===== config.mk =====
export PLATFORM = sky130hd
export DESIGN_NAME = qlw_out
export DESIGN_NICKNAME = d
export VERILOG_FILES = /design/src/hdl/qlw_pkg.sv /design/src/hdl/qlw_out.sv
export SDC_FILE = /design/constraint.sdc
export NUM_CORES = 1
export LEC_CHECK = 0
export CORE_ASPECT_RATIO = 1.2
export CORE_UTILIZATION = 54
export DETAILED_ROUTE_END_ITERATION = 12
export DONT_BUFFER_PORTS = 1
export PLACE_DENSITY = 0.82
export SYNTH_ARGS = -nofsm -noshare
export SYNTH_HDL_FRONTEND = slang
export SYNTH_SLANG_ARGS = --single-unit

===== constraint.sdc =====
create_clock -name clk -period 1.6 [get_ports clk]
set_clock_uncertainty 0.05 [all_clocks]
set_input_delay 0.08 -clock clk [delete_from_list [all_inputs] [get_ports clk]]
set_output_delay 0.08 -clock clk [all_outputs]
set_load 0.02 [all_outputs]

===== src/hdl/qlw_pkg.sv =====
`timescale 1ns / 1ps
// ----------------------------------------------------------------------------
// qlw_pkg
// Shared sizes, command codes, item types and helpers of the frame list walker.
// ----------------------------------------------------------------------------
package qlw_pkg;

  localparam int LEVELS  = 8;
  localparam int ENTRIES = 1024;

  localparam int CMD_W = 3;
  localparam int LVL_W = 3;
  localparam int POS_W = 11;
  localparam int FR_W  = 16;
  localparam int CNT_W = 4;

  localparam int LV_IW  = (LEVELS > 1) ? $clog2(LEVELS) : 1;
  localparam int ADDR_W = $clog2(LEVELS * ENTRIES);
  localparam int ENT_W  = 3 * FR_W;

  localparam int IN_TDATA_W  = 64;
  localparam int IN_TUSER_W  = CMD_W;
  localparam int OUT_TDATA_W = 80;

  localparam logic [CMD_W-1:0] CMD_CLEAR  = 3'd0;
  localparam logic [CMD_W-1:0] CMD_COUNT  = 3'd1;
  localparam logic [CMD_W-1:0] CMD_LOAD   = 3'd2;
  localparam logic [CMD_W-1:0] CMD_BETTER = 3'd3;
  localparam logic [CMD_W-1:0] CMD_WORSE  = 3'd4;
  localparam logic [CMD_W-1:0] CMD_NEXT   = 3'd5;

  typedef struct packed {
    logic [CMD_W-1:0] cmd;
    logic [LVL_W-1:0] level;
    logic [POS_W-1:0] entry_index;
    logic [FR_W-1:0]  frame_in;
    logic [FR_W-1:0]  start_in;
    logic [FR_W-1:0]  end_in;
  } item_t;

  typedef struct packed {
    logic [FR_W-1:0]  frame_out;
    logic [FR_W-1:0]  start_out;
    logic [FR_W-1:0]  end_out;
    logic [LVL_W-1:0] level_now;
    logic [POS_W-1:0] position_now;
    logic             exhausted;
    logic [FR_W-1:0]  greatest_end;
    logic             level_changed;
  } res_t;

  function automatic logic is_exh(input logic [POS_W-1:0] pos,
                                  input logic [POS_W-1:0] size,
                                  input logic [LVL_W-1:0] lvl);
    return (pos >= size) || (32'(pos) >= ENTRIES) || (32'(lvl) >= LEVELS);
  endfunction

  function automatic logic [ADDR_W-1:0] slot_addr(input logic [LVL_W-1:0] lvl,
                                                  input logic [POS_W-1:0] pos);
    return ADDR_W'(32'(lvl) * ENTRIES + 32'(pos));
  endfunction

endpackage


===== src/hdl/qlw_out.sv =====
`timescale 1ns / 1ps
// ----------------------------------------------------------------------------
// qlw_out
// Output register for result items; frees the sequencer while a result waits.
// ----------------------------------------------------------------------------
module qlw_out (
  input  logic                              clk,
  input  logic                              rst,
  input  logic                              res_valid,
  output logic                              res_ready,
  input  qlw_pkg::res_t                     res,
  output logic                              m_tvalid,
  input  logic                              m_tready,
  output logic [qlw_pkg::OUT_TDATA_W-1:0]   m_tdata
);

  import qlw_pkg::*;

  res_t hold;

  assign res_ready = !m_tvalid || m_tready;

  assign m_tdata = {hold.level_changed, hold.greatest_end, hold.exhausted,
                    hold.position_now, hold.level_now, hold.end_out,
                    hold.start_out, hold.frame_out};

  always_ff @(posedge clk) begin
    if (rst) begin
      m_tvalid <= 1'b0;
    end else if (res_ready) begin
      m_tvalid <= res_valid;
    end
  end

  always_ff @(posedge clk) begin
    if (res_ready && res_valid) begin
      hold <= res;
    end
  end

endmodule


==> results of run 1 <==
power groups by stage:
stage               Combinational [mW]  Sequential [mW]  Clock, mW
floorplan                       0.0446             2.72          0
global placement                0.0742             2.74          0
CTS                              0.243             2.69       1.55
global route                     0.263             2.70       1.66
detailed placement              0.0800             2.74          0
finish                           0.251             2.69       1.55
cell families (layout without fill, tap and decap cells):
logic type	count (synthesis)	count (layout)	share of synthesized area, %
flops	81	81	98.57
simple gates	2	2	0.9164
compound gates	1	1	0.3565
buf+inv	1	102	0.1526
metal layers:
| layer | up-vias | part of all wire [%] |
|---|---|---|
| met5 | - | 0 |
| met4 | 0 | 2.3 |
| met3 | 14 | 7.6 |
| met2 | 95 | 57 |
| met1 | 625 | 33 |
| li1 | 535 | - |
registers in the layout, indices dropped and copies added (netlist names):
| name | flops |
|---|---|
| m_tdata | 80 |
| m_tvalid | 1 |
worst reg2reg max path, cell delays in order (launching register included):
cell	delay [ps]
dfxtp_2	430
nand2b_4	120
a21oi_2	160
dlygate4sd3_1	550
layout make-up:
| cell class | instances | area [µm²] | share of cell area (%) |
|---|---|---|---|
| Sequential cell | 81 | 2424 | 66.98 |
| Timing Repair Buffer | 85 | 880.8 | 24.34 |
| Clock buffer | 9 | 123.9 | 3.423 |
| Clock inverter | 7 | 85.08 | 2.351 |
| Tap cell | 56 | 70.07 | 1.936 |
| Multi-Input combinational cell | 3 | 31.28 | 0.8645 |
| Inverter | 1 | 3.754 | 0.1037 |
through the flow:
step,setup slack (ps),hold slack [ps],std cells,utilization [%]
6_report,241.8,210.9,242,83.63
5_1_grt,203.1,204.8,242,83.63
4_1_cts,287.2,189.9,242,83.63
3_5_place_dp,323.3,89.82,144,59.83
3_3_place_gp,352.7,87.43,144,59.83
2_1_floorplan,31.46,85.08,85,-
how the worst max path moves through the flow:
stage / from / end / slack, ps
after global routing: m_tvalid$_SDFFE_PP0P_ / m_tvalid$_SDFFE_PP0P_ / 200
after global placement: m_tvalid$_SDFFE_PP0P_ / m_tdata[38]$_DFFE_PP_ / 350
after detailed placement: m_tvalid$_SDFFE_PP0P_ / m_tdata[6]$_DFFE_PP_ / 320
final: m_tvalid$_SDFFE_PP0P_ / m_tvalid$_SDFFE_PP0P_ / 240
after CTS: m_tvalid$_SDFFE_PP0P_ / m_tvalid$_SDFFE_PP0P_ / 290
after floorplan: m_tvalid$_SDFFE_PP0P_ / m_tdata[0]$_DFFE_PP_ / 30
synthesized netlist by cell type:
| library cell | count |
|---|---|
| edfxtp_1 | 80 |
| a21oi_2 | 1 |
| and2_4 | 1 |
| dfxtp_1 | 1 |
| inv_1 | 1 |
| nand2b_4 | 1 |
==> metrics.md, run 1 <==
| Metric | Value |
|---|---|
| Commonest non-fill, non-tap cell in the layout | `dlygate4sd3_1` |
| RSZ-0062 raised after global routing | `false` |
| Crit-path cells | `nand2b_4, a21oi_2, dlygate4sd3_1` |
| Die area | `slightly below 5000 µm²` |
| Syn Area/Cell | `about 29 µm²` |
| Worst-skew pair later-pin latency | `320 ps` |
| Sequential Power Share | `59.9%` |
| Hold Buf Count CTS | `82` |
| GRT Total Usage | `between 20 and 25%` |
| Reg2reg start | `m_tvalid$_SDFFE_PP0P_` |
| Routed via count | `about 1300` |
| Placed inst area | `2589 µm²` |
| GRT Residual Overflow | `0` |
| Vias in the first global route | `roughly 1300` |
| Top post-synthesis cells by area | `edfxtp_1 (98%), dfxtp_1 (0.81%), nand2b_4 (0.56%), a21oi_2 (0.36%), and2_4 (0.36%)` |
| Worst Hold Class | `input pin to register` |
| Clock transition at the registers of the reported paths | `80 ps` |
| Final Cell Area | `between 3000 and 4000 µm²` |
| CTS buffer count | `9` |
| Hold path endpoint | `m_tdata[9]$_DFFE_PP_` |
| Worst hold path depth | `2` |
| Clock power share | `34.5%` |
| HP Start | `res_valid` |
| Worst path depth | `3` |
| Commonest cells after routing, fill and taps aside | `dlygate4sd3_1 (82), edfxtp_1 (80), clkbuf_8 (9), clkinv_2 (5), buf_12 (3)` |
| Yosys cell types | `6` |
| Hold Fails Final Rpt | `0` |
| Router iterations before antenna repair | `4` |
| Switch share | `between 20 and 25%` |
| Sequential fraction of the synthesis area | `98.57%` |
| Root Driver | `clkbuf_8` |
| First-pass GRT wire length | `7348 µm` |
| Max_cap viols | `0` |
| Port Buffers | `0` |
| Setup repair bufs after CTS | `0` |
| Nets | `265` |
| Max FO, Critical Path | `3` |
| Relative slew slack | `between 80% and 90%` |
| Worst-Margin Slew | `256.2 ps` |
| CP arrival | `approximately 1600 ps` |
| Int Power | `3.512 mW` |
| Critical path endpoint category | `register` |
| Startpoint Class | `register` |
| Largest net degree at the start of global routing | `35` |
| Slew Viols, Final | `0` |
| CP delay by family, top | `buffers and inverters` |
| Fin crit share | `84.89%` |
| Starting density of the core | `a little under three fifths` |
| Tot Pwr | `4.497 mW` |
| Floorplan Core Area | `4327 µm²` |
| Die height | `roughly 76 µm` |
| Crit path kind | `register to register` |
| DR WL/cell | `23.16 µm` |
| FF+latch count, synth | `81` |
| # IOs | `166` |
| Vias per cell | `5.244` |
| Cells on worst reg2reg path | `3` |
| H-tree levels | `3` |
| FF-to-FF setup slack | `240 ps` |
| Yosys warns | `0` |
| Final setup fails | `0` |
| Routability cong. | `between 0.6 and 0.7` |
| Yosys top cell by area | `edfxtp_1` |
| Area delta synth->final | `47.25%` |
| # clock sinks | `81` |
| Longest individual stage delay on the worst path | `550 ps` |
| Routed WL | `roughly 5600 µm` |
| Switch Pwr | `985.2 µW` |
| Initial antenna violation count | `0` |
| Peak supply drop | `0.001207 V` |
| Slowest CP cell | `dlygate4sd3_1` |
| Longest Clk Path Bufs | `2` |
| CTS tree | `built` |
| ANT cells | `0` |
| Run status | `completed` |
| Leakage | `approximately 1.3 nW` |
| CP required | `1810 ps` |
| Max Fclk | `0.7363 GHz` |
| Initial drt markers | `72` |
| Synth top area share | `97.76%` |
| Power per Cell Area | `1243 nW/µm²` |
| # fillers | `189` |
| GRT busiest layer | `met2` |
| Grt met1 use | `between 20% and 30%` |
| # DRC | `0` |
| Setup TNS | `0 ps` |
| Layout cell share with drive strength beyond 1 | `12.37%` |
| Combinational Power Share | `about 5.6%` |
| Net Count, Synth | `169` |
| GR met3 Demand/Resource | `8.832%` |
| Met2 global-route usage | `40.78%` |
| FP Rows | `26` |
| Cell Area, Synth | `about 2500 µm²` |
| Post-layout min period | `1358 ps` |
| Chip Width | `63.58 µm` |
| WP buf/inv | `1` |
| Post-CTS sizing | `0` |
| Mapped Cells | `85` |
| Reg2Reg Capture Point | `m_tvalid$_SDFFE_PP0P_` |
| DRT antenna net count | `0` |
(Power assumes the default switching activity.)
==> inputs of run 2 (changes only) <==
==> constraint.sdc (replaced) <==
create_clock -name clk -period 1.1 [get_ports clk]
set_clock_uncertainty 0.05 [all_clocks]
set_input_delay 0.055 -clock clk [delete_from_list [all_inputs] [get_ports clk]]
set_output_delay 0.055 -clock clk [all_outputs]
set_load 0.02 [all_outputs]
==> run 2 against run 1 <==
  * The run now ends with setup timing left
  * Register-to-register slack worse by 350 ps
  * Count of clock-buffer cells in the layout up 3
  * Fmax rose by 12%
  * Die area stayed put
  * First-iteration DRC count is 32% higher
  * Via count increased by 1.0%
  * Critical path depth unchanged
  * Sequential share of layout area is 0.91 points lower
  * Sequential cell count stayed put
  * Design area grew 1.5%
  * Largest cell class unchanged
==> metrics.md, run 2 (synthesis results as in run 1) <==
| Metric | Value |
|---|---|
| Port Buffers | `0` |
| GRT Residual Overflow | `0` |
| CP required | `1070 ps` |
| Startpoint Class | `register` |
| Failing checks | `setup timing` |
| Max FO, Critical Path | `38` |
| Worst-skew pair later-pin latency | `330 ps` |
| Post-layout min period | `1207 ps` |
| GRT Total Usage | `23.70%` |
| Area delta synth->final | `49.44%` |
| Largest net degree at the start of global routing | `39` |
| CP arrival | `roughly 1200 ps` |
| Vias in the first global route | `1353` |
| Switch Pwr | `1.398 mW` |
| Combinational Power Share | `under 10%` |
| Fin crit share | `109.8%` |
| Leakage | `1.303 nW` |
| Clock transition at the registers of the reported paths | `70 ps` |
| Routed via count | `1282` |
| ANT cells | `0` |
| Hold Slack | `29.31 ps` |
| Run status | `finished, violations left` |
| Layout cell share with drive strength beyond 1 | `between 10% and 20%` |
| Router iterations before antenna repair | `4` |
| Relative slew slack | `82.25%` |
| DRT antenna net count | `0` |
| Nets | `270` |
| Setup TNS | `-7211 ps` |
| First-pass GRT wire length | `about 7500 µm` |
| Int Power | `5.141 mW` |
| Power per Cell Area | `roughly 1800 nW/µm²` |
| Initial antenna violation count | `0` |
| Slew Viols, Final | `0` |
| Final setup fails | `79` |
| Floorplan Core Area | `4327 µm²` |
| CTS tree | `built` |
| DR WL/cell | `23.06 µm` |
| RSZ-0062 raised after global routing | `true` |
| Worst-Margin Slew | `266.8 ps` |
| Worst Hold Class | `input pin to register` |
| Commonest cells after routing, fill and taps aside | `dlygate4sd3_1 (82), edfxtp_1 (80), clkbuf_8 (9), buf_4 (4)` |
| Chip Width | `approximately 64 µm` |
| Max_cap viols | `0` |
| Final Worst Setup Slack | `-107.4 ps` |
| Clock power share | `~34%` |
| Commonest non-fill, non-tap cell in the layout | `dlygate4sd3_1` |
| Sequential Power Share | `between 50% and 60%` |
| # clock sinks | `81` |
| Starting density of the core | `56.80%` |
| Longest Clk Path Bufs | `2` |
| Tot Pwr | `between 6 and 7 mW` |
| Die area | `a little under 5000 µm²` |
| Initial drt markers | `95` |
| # DRC | `0` |
| # IOs | `166` |
| Hold Fails Final Rpt | `0` |
| Vias per cell | `5.190` |
| Routed WL | `5697 µm` |
| DP Wirelength | `~3100 µm` |
| CTS buffer count | `9` |
| Critical path endpoint category | `register` |
| H-tree levels | `3` |
| Crit path kind | `register to register` |
| FP Rows | `26` |
| Die height | `75.90 µm` |
| Routability cong. | `~0.65` |
| Core Util, Final | `84.88%` |
| Largest register FFs | `80` |
| Peak supply drop | `0.001574 V` |
| Root Driver | `clkbuf_8` |
| Max Fclk | `0.8282 GHz` |
| Switch share | `21.38%` |
[run 2: timing repair]
action	4_1_cts	5_1_grt
cloned	1	0
hold buffers	82	0
setup buffers	2	0
gates resized for setup	1	0
endpoints found under the setup margin	79	79
endpoints found under the hold margin	81	0
[run 2: per-layer routing]
layer	up-vias	routed length (µm)	GRT usage (%)
met4	0	199	12.12
li1	546	-	-
met1	630	1772	23.00
met3	15	380	8.084
met2	91	3345	44.92
met5	-	0	0
[run 2: power by group through the flow]
| stage | clock, mW | combinational [mW] | sequential (mW) |
|---|---|---|---|
| after floorplan | 0 | 0.0649 | 3.95 |
| after global placement | 0 | 0.112 | 3.97 |
| after detailed placement | 0 | 0.117 | 3.98 |
| after CTS | 2.22 | 0.385 | 3.91 |
| after global routing | 2.37 | 0.420 | 3.93 |
| final | 2.23 | 0.396 | 3.91 |
[run 2: worst paths after layout]
path | startpoint | slack, ps | cells after the start | endpoint
max | m_tvalid$_SDFFE_PP0P_ | -110 | 3 | m_tdata[57]$_DFFE_PP_
min | m_tready | 30 | 3 | m_tvalid$_SDFFE_PP0P_
max reg2reg | m_tvalid$_SDFFE_PP0P_ | -110 | 3 | m_tdata[57]$_DFFE_PP_
min reg2reg | m_tvalid$_SDFFE_PP0P_ | 620 | 3 | m_tvalid$_SDFFE_PP0P_
[run 2: cell type report]
| cell class | count | area [µm²] |
|---|---|---|
| multi-input cells | 3 | 31.28 |
| well taps | 56 | 70.07 |
| clock buffers | 12 | 135.1 |
| fillers | 203 | 654.4 |
| repair buffers | 90 | 938.4 |
| inverters | 1 | 3.754 |
| flip-flops and latches | 81 | 2426 |
| clock inverters | 4 | 67.56 |
[run 2: critical path, stage by stage (launching register included)]
cell	delay (ps)
dfxtp_4	350
nand2b_4	70
and2_4	190
buf_12	220
[run 2: stage by stage]
step | instance area, µm² | instances | worst slack, ps
floorplan | 2461 | 85 | -468.4
global placement | 2594 | 146 | -66.76
detailed placement | 2594 | 146 | -82.40
CTS | 3672 | 247 | -96.18
global route | 3672 | 247 | -127.2
finish | 3672 | 247 | -107.4
