## config.mk

```make
export PLATFORM = sky130hd
export DESIGN_NAME = qlw_ctrl
export DESIGN_NICKNAME = d
export VERILOG_FILES = /design/src/hdl/qlw_pkg.sv /design/src/hdl/qlw_ctrl.sv
export SDC_FILE = /design/constraint.sdc
export NUM_CORES = 1
export LEC_CHECK = 0
export BUFFER_PORTS_ARGS = -buffer_cell sky130_fd_sc_hd__buf_2
export CORE_ASPECT_RATIO = 2
export CORE_MARGIN = 1.5
export CORE_UTILIZATION = 55
export DETAILED_ROUTE_END_ITERATION = 12
export PLACE_DENSITY = 0.82
export SETUP_SLACK_MARGIN = 0.05
export SYNTH_ARGS = -nofsm -noshare
export SYNTH_HDL_FRONTEND = slang
export SYNTH_SLANG_ARGS = --single-unit
```

## constraint.sdc

```tcl
create_clock -name clk -period 4.55 [get_ports clk]
set_input_delay 0.2275 -clock clk [delete_from_list [all_inputs] [get_ports clk]]
set_output_delay 0.2275 -clock clk [all_outputs]
set_load 0.02 [all_outputs]
```

## src/hdl/qlw_pkg.sv

```systemverilog
`timescale 1ns / 1ps
// ----------------------------------------------------------------------------
// qlw_pkg
// Shared sizes, command codes, item types and helpers of the frame list walker.
// ----------------------------------------------------------------------------
package qlw_pkg;

  localparam int LEVELS  = 8;
  localparam int ENTRIES = 1024;

  localparam int CMD_W = 3;
  localparam int LVL_W = 3;
  localparam int POS_W = 11;
  localparam int FR_W  = 16;
  localparam int CNT_W = 4;

  localparam int LV_IW  = (LEVELS > 1) ? $clog2(LEVELS) : 1;
  localparam int ADDR_W = $clog2(LEVELS * ENTRIES);
  localparam int ENT_W  = 3 * FR_W;

  localparam int IN_TDATA_W  = 64;
  localparam int IN_TUSER_W  = CMD_W;
  localparam int OUT_TDATA_W = 80;

  localparam logic [CMD_W-1:0] CMD_CLEAR  = 3'd0;
  localparam logic [CMD_W-1:0] CMD_COUNT  = 3'd1;
  localparam logic [CMD_W-1:0] CMD_LOAD   = 3'd2;
  localparam logic [CMD_W-1:0] CMD_BETTER = 3'd3;
  localparam logic [CMD_W-1:0] CMD_WORSE  = 3'd4;
  localparam logic [CMD_W-1:0] CMD_NEXT   = 3'd5;

  typedef struct packed {
    logic [CMD_W-1:0] cmd;
    logic [LVL_W-1:0] level;
    logic [POS_W-1:0] entry_index;
    logic [FR_W-1:0]  frame_in;
    logic [FR_W-1:0]  start_in;
    logic [FR_W-1:0]  end_in;
  } item_t;

  typedef struct packed {
    logic [FR_W-1:0]  frame_out;
    logic [FR_W-1:0]  start_out;
    logic [FR_W-1:0]  end_out;
    logic [LVL_W-1:0] level_now;
    logic [POS_W-1:0] position_now;
    logic             exhausted;
    logic [FR_W-1:0]  greatest_end;
    logic             level_changed;
  } res_t;

  function automatic logic is_exh(input logic [POS_W-1:0] pos,
                                  input logic [POS_W-1:0] size,
                                  input logic [LVL_W-1:0] lvl);
    return (pos >= size) || (32'(pos) >= ENTRIES) || (32'(lvl) >= LEVELS);
  endfunction

  function automatic logic [ADDR_W-1:0] slot_addr(input logic [LVL_W-1:0] lvl,
                                                  input logic [POS_W-1:0] pos);
    return ADDR_W'(32'(lvl) * ENTRIES + 32'(pos));
  endfunction

endpackage

```

## src/hdl/qlw_ctrl.sv

```systemverilog
`timescale 1ns / 1ps
// ----------------------------------------------------------------------------
// qlw_ctrl
// Command sequencer: level sizes, play position, level search, result build.
// ----------------------------------------------------------------------------
module qlw_ctrl (
  input  logic                          clk,
  input  logic                          rst,
  input  logic                          cfg_valid,
  output logic                          cfg_ready,
  input  logic [qlw_pkg::CNT_W-1:0]     cfg_data,
  input  logic                          in_valid,
  output logic                          in_ready,
  input  qlw_pkg::item_t                in_item,
  output logic                          res_valid,
  input  logic                          res_ready,
  output qlw_pkg::res_t                 res,
  output logic                          ram_we,
  output logic [qlw_pkg::ADDR_W-1:0]    ram_waddr,
  output logic [qlw_pkg::ENT_W-1:0]     ram_wdata,
  output logic                          ram_re,
  output logic [qlw_pkg::ADDR_W-1:0]    ram_raddr,
  input  logic [qlw_pkg::ENT_W-1:0]     ram_rdata
);

  import qlw_pkg::*;

  localparam logic [2:0] ST_IDLE     = 3'd0;
  localparam logic [2:0] ST_EXEC     = 3'd1;
  localparam logic [2:0] ST_SW_EXH   = 3'd2;
  localparam logic [2:0] ST_SW_TGT   = 3'd3;
  localparam logic [2:0] ST_SRCH_RD  = 3'd4;
  localparam logic [2:0] ST_SRCH_CMP = 3'd5;
  localparam logic [2:0] ST_READ     = 3'd6;
  localparam logic [2:0] ST_RESP     = 3'd7;

  logic [2:0]       state;
  item_t            cur;
  logic [LVL_W-1:0] lvl;
  logic [POS_W-1:0] pos;
  logic [FR_W-1:0]  max_end;
  logic             changed;
  logic [CNT_W-1:0] level_count;
  logic [POS_W-1:0] sizes [LEVELS];
  logic [LVL_W-1:0] new_lvl;
  logic [FR_W-1:0]  target;
  logic [POS_W-1:0] pos_s;

  logic [LVL_W-1:0] size_lv;
  logic [POS_W-1:0] size_sel;
  logic             exh_cur;
  logic             exh_adv;
  logic             srch_end;
  logic [POS_W-1:0] pos_adv;
  logic [CNT_W:0]   lim;
  logic             worse_ok;
  logic             load_ok;
  logic             count_ok;
  logic [FR_W-1:0]  rd_frame;
  logic [FR_W-1:0]  rd_start;
  logic [FR_W-1:0]  rd_end;

  assign cfg_ready = 1'b1;
  assign in_ready  = (state == ST_IDLE);
  assign res_valid = (state == ST_RESP);

  assign size_lv  = (state == ST_SW_EXH || state == ST_SRCH_RD || state == ST_SRCH_CMP)
                    ? new_lvl : lvl;
  assign size_sel = (32'(size_lv) < LEVELS) ? sizes[LV_IW'(size_lv)] : '0;
  assign exh_cur  = is_exh(pos, size_sel, lvl);
  assign pos_adv  = pos + 1'b1;
  assign exh_adv  = is_exh(pos_adv, size_sel, lvl);
  assign srch_end = is_exh(pos_s, size_sel, new_lvl);

  always_comb begin
    lim = (CNT_W + 1)'(level_count);
    if (32'(lim) > LEVELS) begin
      lim = (CNT_W + 1)'(LEVELS);
    end
    if (lim > (CNT_W + 1)'(8)) begin
      lim = (CNT_W + 1)'(8);
    end
  end

  assign worse_ok = ((CNT_W + 1)'(lvl) + 1'b1) < lim;
  assign load_ok  = (32'(cur.level) < LEVELS) && (32'(cur.entry_index) < ENTRIES);
  assign count_ok = (32'(cur.level) < LEVELS);

  assign rd_frame = ram_rdata[FR_W-1:0];
  assign rd_start = ram_rdata[2*FR_W-1:FR_W];
  assign rd_end   = ram_rdata[3*FR_W-1:2*FR_W];

  assign ram_we    = (state == ST_EXEC) && (cur.cmd == CMD_LOAD) && load_ok;
  assign ram_waddr = slot_addr(cur.level, cur.entry_index);
  assign ram_wdata = {cur.end_in, cur.start_in, cur.frame_in};

  always_comb begin
    ram_re    = 1'b0;
    ram_raddr = slot_addr(lvl, pos);
    case (state)
      ST_EXEC: begin
        ram_re = (cur.cmd == CMD_BETTER) || (cur.cmd == CMD_WORSE);
      end
      ST_READ: begin
        ram_re = 1'b1;
      end
      ST_SRCH_RD: begin
        ram_re    = !srch_end;
        ram_raddr = slot_addr(new_lvl, pos_s);
      end
      default: begin
        ram_re = 1'b0;
      end
    endcase
  end

  always_comb begin
    res.frame_out     = exh_cur ? '0 : rd_frame;
    res.start_out     = exh_cur ? '0 : rd_start;
    res.end_out       = exh_cur ? '0 : rd_end;
    res.level_now     = lvl;
    res.position_now  = pos;
    res.exhausted     = exh_cur;
    res.greatest_end  = max_end;
    res.level_changed = changed;
    if (cur.cmd == CMD_NEXT && !exh_cur) begin
      res.position_now = pos_adv;
      res.exhausted    = exh_adv;
    end
  end

  always_ff @(posedge clk) begin
    if (state == ST_IDLE && in_valid) begin
      cur <= in_item;
    end
    if (state == ST_SW_TGT) begin
      target <= rd_frame;
    end
  end

  always_ff @(posedge clk) begin
    if (rst) begin
      state       <= ST_IDLE;
      lvl         <= '0;
      pos         <= '0;
      max_end     <= '0;
      changed     <= 1'b0;
      level_count <= CNT_W'(1);
      new_lvl     <= '0;
      pos_s       <= '0;
      for (int i = 0; i < LEVELS; i++) begin
        sizes[i] <= '0;
      end
    end else begin
      if (cfg_valid) begin
        level_count <= cfg_data;
      end
      case (state)
        ST_IDLE: begin
          if (in_valid) begin
            changed <= 1'b0;
            state   <= ST_EXEC;
          end
        end
        ST_EXEC: begin
          state <= ST_READ;
          case (cur.cmd)
            CMD_CLEAR: begin
              lvl     <= '0;
              pos     <= '0;
              max_end <= '0;
            end
            CMD_COUNT: begin
              if (count_ok) begin
                sizes[LV_IW'(cur.level)] <= (32'(cur.entry_index) > ENTRIES)
                                            ? POS_W'(ENTRIES) : cur.entry_index;
              end
            end
            CMD_LOAD: begin
              if (load_ok && cur.end_in > max_end) begin
                max_end <= cur.end_in;
              end
            end
            CMD_BETTER: begin
              if (lvl != '0) begin
                new_lvl <= lvl - 1'b1;
                state   <= exh_cur ? ST_SW_EXH : ST_SW_TGT;
              end
            end
            CMD_WORSE: begin
              if (worse_ok) begin
                new_lvl <= lvl + 1'b1;
                state   <= exh_cur ? ST_SW_EXH : ST_SW_TGT;
              end
            end
            default: begin
              state <= ST_READ;
            end
          endcase
        end
        ST_SW_EXH: begin
          lvl     <= new_lvl;
          pos     <= size_sel;
          changed <= 1'b1;
          state   <= ST_READ;
        end
        ST_SW_TGT: begin
          pos_s <= '0;
          state <= ST_SRCH_RD;
        end
        ST_SRCH_RD: begin
          if (srch_end) begin
            lvl     <= new_lvl;
            pos     <= pos_s;
            changed <= 1'b1;
            state   <= ST_READ;
          end else begin
            state <= ST_SRCH_CMP;
          end
        end
        ST_SRCH_CMP: begin
          if (rd_frame < target) begin
            pos_s <= pos_s + 1'b1;
            state <= ST_SRCH_RD;
          end else begin
            lvl     <= new_lvl;
            pos     <= pos_s;
            changed <= 1'b1;
            state   <= ST_READ;
          end
        end
        ST_READ: begin
          state <= ST_RESP;
        end
        ST_RESP: begin
          if (res_ready) begin
            if (cur.cmd == CMD_NEXT && !exh_cur) begin
              pos <= pos_adv;
            end
            state <= ST_IDLE;
          end
        end
        default: begin
          state <= ST_IDLE;
        end
      endcase
    end
  end

endmodule

```

==> summary.md, run 1 <==
| Metric | Value |
|---|---|
| VDD IR-drop max | `0.4672 mV` |
| First-pass GRT wire length | `roughly 53000 µm` |
| Non-filler cells in the finished layout | `1765` |
| Final hold vios | `0` |
| HPWL after DPL | `24750 µm` |
| Nets | `1682` |
| Final Critical Period | `4689 ps` |
| Final instance area | `16240 µm²` |
| Cell Chain, Critical Path | `or3b_4 -> a21o_4 -> nand2_8 -> buf_8 -> mux2_4 -> o22ai_4 -> nor2_2 -> ha_1 -> nand2b_1 -> a2111oi_2 -> or4_4 -> nand2_8 -> buf_6 -> nor3_4 -> buf_6 -> nand2_4 -> xnor2_2 -> buf_4` |
| Clock Latency Late Sink | `about 530 ps` |
| Setup TNS Final | `-2793 ps` |
| Bufs and invs on worst path | `4` |
| Total length of routed wires | `37160 µm` |
| # rows | `75` |
| DIE AREA | `22510 µm²` |
| P&R area growth vs syn | `36.94%` |
| PD cells | `534.7 nW/µm²` |
| Total GRT Usage | `0.3100` |
| Final Max Slew Viols | `0` |
| Post-synthesis sequential area ratio | `0.5156` |
| CTS Buffer Depth | `3` |
| IO Pins | `about 280` |
| Hold path endpoint | `level_count[2]` |
| Clk sink count | `221` |
| Worst Hold Class | `in2reg` |
| GRT Residual Overflow | `0` |
| I/O Buffers | `279` |
| Post-placement cell area | `13390 µm²` |
| Most used routing layer | `met2` |
| Vias in the first global route | `10380` |
| Crit path depth | `18` |
| CP Class | `reg2out` |
| Mapped Area | `11860 µm²` |
| Antenna-violating nets left | `0` |
| Achievable frequency | `213.2 MHz` |
| Clk root buf | `clkbuf_16` |
| Avg Cell Area, Syn | `approximately 11 µm²` |
| Setup violators final | `47` |
| Crit Reg-Reg Startpoint | `state[2]` |
| Drt first pass iters | `5` |
| Drt wl/cell | `21.05 µm` |
| Slew of the pin with the lowest slew margin | `1265 ps` |
| Grt met3 use | `0.04165` |
| Synth cell types | `70` |
| Delay-heaviest family, CP | `simple AND/OR/NAND/NOR gates` |
| Reg2Reg Capture Point | `pos[9]` |
| DRT iter0 DRCs | `518` |
| Hold Path Origin | `cfg_valid` |
| H-tree levels | `1` |
| Dpl cells | `1597` |
| Startpoint types | `flip-flop` |
| Vias | `10280` |
| Crit path required time | `4320 ps` |
| Syn nets | `1298` |
| Largest net degree at the start of global routing | `50` |
| Cells after Synth | `1097` |
| Met1 Use GR | `0.2887` |
| Worst setup EP type | `output port` |
| Num CTS Buffers | `21` |
| Post-synth EDFFs | `169` |
| Die Ht | `210.7 µm` |
| CTS tree | `yes` |
| Unrepaired setup endpoints after global routing | `yes` |
| Via-per-instance ratio | `5.827` |
| Worst-path clk slew | `70 ps` |
| Ys async rst share | `0` |
| Status | `finished, violations left` |
| Met2 GRT Util | `0.5842` |
| Antenna violations before repair | `0` |
| Share of cells above drive strength 1 | `0.3563` |
| Reg2Reg Depth | `17` |
| Hold path cells | `3` |
| Rel. slew slack | `0.1567` |
| Violated checks | `negative setup slack` |
| Total power | `0.008686 W` |
| RePlAce Congestion | `just under 1` |
| Drc violations | `0` |
| Crit-path slowest cell | `or3b_4` |
| Tcrit/Tclk final | `1.031` |
| Initial Utilization | `0.5618` |
| Pre-CTS WS | `-167.1 ps` |
| #FFs+latches synth | `between 200 and 250` |
| Final Worst Setup Slack | `-139.5 ps` |
| Critical path arrival | `4460 ps` |
| Die width | `106.8 µm` |
| Slowest stage delay, CP | `460 ps` |
| Synth Flop Type | `edfxtp_1` |
| Crit Path Max Fanout | `8` |
| Diode count | `0` |
| CORE AREA | `21110 µm²` |
| Synth warn | `0` |
| Worst R2R Setup Slack | `160 ps` |
| Final Skew | `26.00 ps` |
| Max Cap Viol | `0` |
| Pleak | `7.011 nW` |
worst reg2reg max path: stages, from the launching register on:
cell and delay [ps]:
dfxtp_4 380, or3b_4 460, a21o_4 290, nand2_8 110, buf_8 150, mux2_4 320, o22ai_4 210, nor2_2 60
ha_1 290, nand2b_1 150, a2111oi_2 290, or4_4 220, nand2_8 60, buf_6 130, buf_4 160, nor4_1 270
o2111a_1 530, a22o_1 230
layout make-up:
cell class	instances	area, µm²
Timing Repair Buffer	465	3354
Clock inverter	15	195.2
Inverter	48	180.2
Sequential cell	221	6125
Tap cell	269	336.6
Multi-Input combinational cell	724	5519
Clock buffer	23	533.0
Fill cell	1346	4871
cells in the mapped netlist (3+ instances only):
| cell type | number | area (µm²) |
|---|---|---|
| mux2i_1 | 6 | 60.06 |
| xnor2_1 | 17 | 148.9 |
| nand3_1 | 24 | 120.1 |
| nor3_1 | 15 | 75.07 |
| a21o_1 | 9 | 67.56 |
| buf_4 | 63 | 473.0 |
| o211ai_1 | 3 | 22.52 |
| o22ai_1 | 6 | 37.54 |
| or3_1 | 5 | 31.28 |
| nand2_1 | 62 | 232.7 |
| a22oi_1 | 8 | 60.06 |
| nor2b_1 | 8 | 50.05 |
| or4_1 | 11 | 82.58 |
| and4_1 | 3 | 26.28 |
| dfxtp_1 | 52 | 1041 |
| mux2_2 | 16 | 180.2 |
| o21ai_0 | 23 | 115.1 |
| a31oi_1 | 7 | 43.79 |
| o21ai_1 | 10 | 50.05 |
| edfxtp_1 | 169 | 5075 |
| a21oi_1 | 29 | 145.1 |
| o21bai_1 | 3 | 22.52 |
| a2111oi_0 | 10 | 87.58 |
| nand4_1 | 11 | 68.82 |
| o21a_1 | 5 | 37.54 |
| a22o_1 | 26 | 227.7 |
| nor4_1 | 4 | 25.02 |
| xor2_1 | 12 | 105.1 |
| a211oi_1 | 39 | 292.8 |
| buf_2 | 10 | 50.05 |
| nand2b_1 | 5 | 31.28 |
| clkbuf_1 | 33 | 123.9 |
| and3_1 | 48 | 300.3 |
| ha_1 | 78 | 975.9 |
| nor2_1 | 128 | 480.5 |
| inv_1 | 47 | 176.4 |
| and2_1 | 53 | 331.6 |
cell usage in the layout (no fill, tap or decap), types with 26 or more instances in the layout:
cell type      count
a22o_1            26
a211oi_1          26
a21oi_1           28
nor2_1           123
buf_4             97
edfxtp_1         169
nand2_1           56
inv_1             47
dlygate4sd3_1     85
buf_2            233
buf_6             43
dfxtp_1           49
ha_1              68
and2_1            36
and3_1            48
layer usage:
| layer | up-vias | share of wire |
|---|---|---|
| li1 | 4719 | - |
| met1 | 4872 | 0.32 |
| met2 | 504 | 0.54 |
| met3 | 189 | 0.055 |
| met4 | 0 | 0.091 |
| met5 | - | 0 |
state kept, by name (all words and copies together), names as in the netlist:
signal	flops
sizes	88
ram_wdata	48
cur	17
max_end	16
target	16
pos	11
pos_s	11
level_count	4
lvl	3
new_lvl	3
state	3
changed	1
through the flow:
step | hold WS [ps] | utilization
floorplan | 326.4 | -
global placement | 403.6 | 0.6343
detailed placement | 405.6 | 0.6343
CTS | 56.42 | 0.7268
global route | 83.11 | 0.7693
finish | 71.97 | 0.7693
worst max-delay path by stage:
| stage | from | end | slack [ps] |
|---|---|---|---|
| after detailed placement | state[1] | res[35] | -170 |
| after global placement | state[1] | res[56] | 20 |
| final | state[2] | res[23] | -140 |
| after floorplan | state[0] | res[20] | 300 |
| after global routing | state[1] | res[19] | -240 |
| after CTS | state[1] | res[28] | -100 |
cells by family after synthesis:
logic type / Yosys count / share of synthesized area
AO/OA/AOI/OAI: 198 / 0.1181
XOR/XNOR: 29 / 0.02141
adder cells (fa/ha/maj): 79 / 0.08397
buffers and inverters: 159 / 0.07352
flip-flops: 221 / 0.5156
multiplexers: 22 / 0.02025
other: 1 / 0.0003162
AND/OR/NAND/NOR: 388 / 0.1668
report_power, final:
| part | switching (W) | internal, W | leakage [nW] | total (W) |
|---|---|---|---|---|
| Clock | 0.000786 | 0.00109 | 0.356 | 0.00188 |
| Combinational | 0.00237 | 0.00183 | 4.57 | 0.00421 |
| Sequential | 0.000155 | 0.00245 | 2.09 | 0.00260 |
| Total | 0.00331 | 0.00537 | 7.01 | 0.00869 |
what timing repair did:
item | 4_1_cts | 5_1_grt
endpoints found under the hold margin | 85 | 0
resized for setup | 71 | 158
hold buffers | 85 | 0
gates cloned | 3 | 6
buffers inserted | 11 | 27
pin swaps | 30 | 47
setup endpoints to repair | 72 | 72
Note: power is estimated with default switching activity, not from simulation.
==> run 2, diff against run 1 <==
Settings changed: BUFFER_PORTS_ARGS -buffer_cell sky130_fd_sc_hd__buf_2 to not set, DONT_BUFFER_PORTS set to 1, PLACE_DENSITY 0.82 to 0.7.
Clock period 4.55 ns to 5.9 ns, I/O delays scaled along.
==> summary.md, run 2 (synthesis gave the netlist of run 1 again) <==
| Metric | Value |
|---|---|
| Status | `finished clean` |
| P&R area growth vs syn | `12.17%` |
| Crit Path Max Fanout | `23 (+15)` |
| Antenna violations before repair | `0 (unchanged)` |
| Share of cells above drive strength 1 | `0.07388 (-0.2824)` |
| Vias | `8672 (-16%)` |
| CP Class | `reg2out` |
| Nets | `1323 (-21%)` |
| Pleak | `5.161 nW (-26%)` |
| Crit Reg-Reg Startpoint | `state[1]` |
| Setup violators final | `0 (-100%)` |
| Max reg flops | `88 (unchanged)` |
| Most flops, register | `sizes` |
| RePlAce Congestion | `1.095 (+14%)` |
| Crit path required time | `5610 ps (+1290 ps)` |
| Critical path arrival | `5470 ps (+1010 ps)` |
| CTS Buffer Depth | `3 (unchanged)` |
| Die Ht | `210.7 µm (unchanged)` |
| Worst Hold Class | `in2reg` |
| Largest net degree at the start of global routing | `63 (+26%)` |
| Initial Utilization | `0.5618 (unchanged)` |
| CTS tree | `yes` |
| Layout Utilization | `0.6302 (-0.1391)` |
| Reg2Reg Depth | `15 (-2)` |
| Max Cap Viol | `0 (unchanged)` |
| Grt met3 use | `0.04752 (+0.005862)` |
| Final Max Slew Viols | `0 (unchanged)` |
| CORE AREA | `21110 µm² (unchanged)` |
| VDD IR-drop max | `0.3760 mV (-20%)` |
| Worst-path clk slew | `70 ps (about the same)` |
| Die width | `106.8 µm (unchanged)` |
| Slew of the pin with the lowest slew margin | `1252 ps (-12.72 ps)` |
| DRT iter0 DRCs | `457 (-12%)` |
| Diode count | `0 (unchanged)` |
| Startpoint types | `flip-flop` |
| Final Skew | `15.29 ps (-10.71 ps)` |
| Setup crit end | `res[27]` |
| Via-per-instance ratio | `6.168 (+5.9%)` |
| Met1 Use GR | `0.2619 (-0.02679)` |
| Met2 GRT Util | `0.5409 (-0.04332)` |
| Most used routing layer | `met2` |
| Drc violations | `0 (unchanged)` |
| # rows | `75 (unchanged)` |
| Clock Latency Late Sink | `520 ps (about the same)` |
| Tcrit/Tclk final | `0.9774` |
| GRT Residual Overflow | `0 (unchanged)` |
| Most frequent cells in the layout | `169 x edfxtp_1, 127 x nor2_1, 90 x dlygate4sd3_1` |
| Antenna-violating nets left | `0 (unchanged)` |
| Drt first pass iters | `6 (+1)` |
| Unrepaired setup endpoints after global routing | `no` |
| Achievable frequency | `approximately 170 MHz` |
| Final hold vios | `0 (unchanged)` |
| Hold Path Origin | `in_valid` |
| Clk root buf | `clkbuf_16` |
| HPWL after DPL | `23380 µm (-5.6%)` |
| IO Pins | `281 (unchanged)` |
| Vias in the first global route | `8836 (-15%)` |
| Final Critical Period | `5767 ps` |
| Num CTS Buffers | `21 (unchanged)` |
| CP startpoint | `state[1]` |
| Total GRT Usage | `0.2856 (-0.02438)` |
| I/O Buffers | `0 (-100%)` |
| First-pass GRT wire length | `48150 µm (-9.9%)` |
| Total length of routed wires | `31970 µm (-14%)` |
| Clk sink count | `221 (unchanged)` |
| PD cells | `404.0 nW/µm² (-24%)` |
| Rel. slew slack | `0.1652 (+0.008482)` |
| Worst setup EP type | `output port` |
| H-tree levels | `1 (unchanged)` |
| Setup TNS Final | `0 ps (+2793 ps)` |
| Worst R2R Setup Slack | `400 ps (+240 ps)` |
| DIE AREA | `22510 µm² (unchanged)` |
| Reg2Reg Capture Point | `pos[6]` |
| Drt wl/cell | `22.74 µm (+8.0%)` |
| Most common cell after layout, fill and taps aside | `edfxtp_1` |
==> run 2: worst max-delay path, cell delays in order (launching register included) <==
cell and delay (ps):
dfxtp_1 330, buf_4 240, or3b_4 560, a21boi_0 510, nor2_1 200, a2111oi_1 700
buf_4 220, or4_1 180, ha_1 270, a21oi_1 200, nor2_1 60, a22oi_1 180
nand2_1 210, nor4_1 580, xor2_1 500
==> run 2: through the flow <==
step           hold WS [ps]  setup WS, ps  power [W]  instances  instance area, µm²
3_5_place_dp          373.8         398.1   0.003918       1278               11680
3_3_place_gp          372.1         454.1   0.003890       1278               11680
2_1_floorplan         393.9          1585   0.003568       1097               11860
4_1_cts               35.63         58.22   0.005379       1406               13300
5_1_grt               70.55         92.20   0.005640       1406               13310
6_report              57.17         133.1   0.005376       1406               13310
==> run 2: cell type report <==
type / count / area [µm²]
Clock buffer: 24 / 536.8
Sequential cell: 221 / 6116
Timing Repair Buffer: 113 / 1074
Clock inverter: 14 / 177.7
Tap cell: 269 / 336.6
Multi-Input combinational cell: 717 / 4885
Fill cell: 1724 / 7809
Inverter: 48 / 180.2
==> run 2: how the worst min path moves through the flow <==
stage | depth (start not counted) | slack [ps] | endpoint
4_1_cts | 2 | 40 | state[2]
3_3_place_gp | 1 | 370 | pos_s[1]
3_5_place_dp | 1 | 370 | lvl[1]
2_1_floorplan | 0 | 390 | cur[48]
5_1_grt | 2 | 70 | state[0]
6_report | 2 | 60 | state[0]
==> run 2: layer usage <==
metal | share of wire | up-vias | wire length, µm
met2 | 0.55 | 472 | 17440
li1 | - | 3985 | -
met1 | 0.31 | 4077 | 9791
met3 | 0.067 | 138 | 2136
met4 | 0.081 | 0 | 2602
met5 | 0 | - | 0
==> run 2: power breakdown <==
part	total (W)	switching, W	internal, W
clock network	0.00142	0.000585	0.000832
registers	0.00215	0.000259	0.00189
logic	0.00181	0.00121	0.000596
total	0.00538	0.00206	0.00332
==> run 2: repair_timing <==
action	CTS	global route
endpoints found under the setup margin	0	71
hold buffers	90	0
setup buffers	0	0
resized for setup	0	3
endpoints found under the hold margin	96	0
==> run 3, diff against run 2 <==
Settings changed: REMOVE_ABC_BUFFERS set to 1.
==> summary.md, run 3 (synthesis gave the netlist of run 1 again) <==
| Metric | Value |
|---|---|
| Status | `finished clean` |
| Num CTS Buffers | `20 (-4.8%)` |
| Final Max Slew Viols | `0 (unchanged)` |
| First-pass GRT wire length | `46480 µm (-3.5%)` |
| Via-per-instance ratio | `6.137 (-0.50%)` |
| Final Critical Period | `5307 ps (-459.5 ps)` |
| Startpoint types | `flip-flop` |
| CP Class | `reg2out` |
| # rows | `75 (unchanged)` |
| Crit Path Max Fanout | `28 (+22%)` |
| Crit Reg-Reg Startpoint | `state[0]` |
| Worst-path clk slew | `70 ps (about the same)` |
| Clock Latency Late Sink | `530 ps (about the same)` |
| Worst setup EP type | `output port` |
| Hold buffer count at CTS | `90 (unchanged)` |
| IO Pins | `281 (unchanged)` |
| Final Skew | `26.39 ps (+11.10 ps)` |
| # resized after CTS | `0 (unchanged)` |
| PD cells | `398.6 nW/µm² (-1.4%)` |
| Drt wl/cell | `21.85 µm (-3.9%)` |
| Total length of routed wires | `30750 µm (-3.8%)` |
| Die Ht | `210.7 µm (unchanged)` |
| Critical path arrival | `5010 ps (-460 ps)` |
| Pleak | `5.158 nW (about the same)` |
| Antenna violations before repair | `1 (+1)` |
| CTS tree | `yes` |
| Clk root buf | `clkbuf_16` |
| Total GRT Usage | `0.2707 (-0.01492)` |
| Max reg flops | `88 (unchanged)` |
| Vias in the first global route | `8817 (-0.22%)` |
| Initial Utilization | `0.5618 (unchanged)` |
| Setup violators final | `0 (unchanged)` |
| DRT iter0 DRCs | `419 (-8.3%)` |
| Reg2Reg Capture Point | `pos[0]` |
| CP startpoint | `state[0]` |
| Most frequent cells in the layout | `169 x edfxtp_1, 127 x nor2_1, 90 x dlygate4sd3_1` |
| HPWL after DPL | `22410 µm (-4.1%)` |
| P&R area growth vs syn | `11.88%` |
| Antenna-violating nets left | `0 (unchanged)` |
| VDD IR-drop max | `0.2826 mV (-25%)` |
| Die width | `106.8 µm (unchanged)` |
| Tcrit/Tclk final | `0.8996 (-0.07788)` |
| Worst R2R Setup Slack | `990 ps (+590 ps)` |
| Crit path required time | `5610 ps (about the same)` |
| RePlAce Congestion | `0.8663 (-21%)` |
| Largest net degree at the start of global routing | `67 (+6.3%)` |
| CTS Buffer Depth | `3 (unchanged)` |
| Most common cell after layout, fill and taps aside | `edfxtp_1` |
| I/O Buffers | `0 (unchanged)` |
| DIE AREA | `22510 µm² (unchanged)` |
| Clk sink count | `221 (unchanged)` |
| Final hold vios | `0 (unchanged)` |
| Slew of the pin with the lowest slew margin | `1096 ps (-156.5 ps)` |
| Setup TNS Final | `0 ps (unchanged)` |
| Share of cells above drive strength 1 | `0.07388 (unchanged)` |
| Post-placement cell area | `11720 µm² (+0.30%)` |
| Worst Hold Class | `in2reg` |
| Achievable frequency | `188.4 MHz (+8.7%)` |
| Drt first pass iters | `5 (-1)` |
| Reg2Reg Depth | `15 (unchanged)` |
| Unrepaired setup endpoints after global routing | `no` |
| CORE AREA | `21110 µm² (unchanged)` |
| Nets | `1325 (+0.15%)` |
| Setup crit end | `res[26]` |
| Most flops, register | `sizes` |
| Vias | `8635 (-0.43%)` |
| Final instance area | `13270 µm² (-0.26%)` |
| H-tree levels | `1 (unchanged)` |
| # Post-CTS Setup Buffers | `0 (unchanged)` |
| Drc violations | `0 (unchanged)` |
| Max Cap Viol | `0 (unchanged)` |
| GRT Residual Overflow | `0 (unchanged)` |
| Rel. slew slack | `0.2668 (+0.1017)` |
==> run 3: changes by cell type in the layout (fill, tap and decap cells not counted), moves of 2 or more <==
| cell | change |
|---|---|
| bufinv_16 | -2 |
| clkinv_1 | -2 |
| clkinv_4 | +2 |
| clkinvlp_4 | -2 |
| buf_4 | +2 |
==> run 3: final cells by class <==
cell class                      instances  area, µm²
Timing Repair Buffer                  116       1109
Inverter                               48      180.2
Clock inverter                         12      137.6
Multi-Input combinational cell        717       4877
Clock buffer                           23      511.7
Antenna cell                            1      2.502
Tap cell                              269      336.6
Fill cell                            1664       7844
Sequential cell                       221       6116
==> run 3: how the worst min path moves through the flow <==
stage               slack, ps  cells past startpoint        to      start
floorplan                 360                      1    lvl[1]        rst
global placement          370                      1    lvl[1]        rst
detailed placement        370                      1    lvl[1]        rst
CTS                        40                      2  state[2]  res_ready
global route               40                      2  state[2]  res_ready
finish                     60                      2  state[2]  res_ready
==> run 3: stage by stage <==
step                      instances  utilization  power [W]  hold WS (ps)  setup WS [ps]
after floorplan                 986            -   0.003355         364.1          705.8
after global placement         1281       0.5550   0.003915         370.2           1175
final                          1407       0.6285   0.005289         59.05          592.5
after global routing           1407       0.6285   0.005557         40.24          293.6
after CTS                      1406       0.6284   0.005296         42.26          563.7
after detailed placement       1281       0.5550   0.003945         371.9           1077
==> run 3: where the power goes <==
part	switching, W	internal, W	total, W
sequential	0.000244	0.00189	0.00214
combinational	0.00123	0.000615	0.00184
clock	0.000590	0.000723	0.00131
==> run 3: per-layer routing <==
| layer | vias to the layer above | share of wire | GRT usage |
|---|---|---|---|
| li1 | 4001 | - | - |
| met1 | 4107 | 0.32 | 0.2468 |
| met2 | 413 | 0.56 | 0.5239 |
| met3 | 114 | 0.060 | 0.04752 |
| met4 | 0 | 0.062 | 0.1844 |
| met5 | - | 0 | 0 |
==> run 3: worst max-delay path, cell delays in order, from the launching register on <==
cell       delay, ps
dfxtp_1          300
buf_4            200
or3b_4           540
a21o_4           380
nand2_8          210
mux2_2           360
o22ai_1          170
buf_4            140
nor2_1            70
ha_1             300
nand2b_1         130
a2111oi_0        460
or4_1            190
nand2_1          170
nor3_2           220
buf_4            210
nand2_1           80
xnor2_1          170
buf_4            170
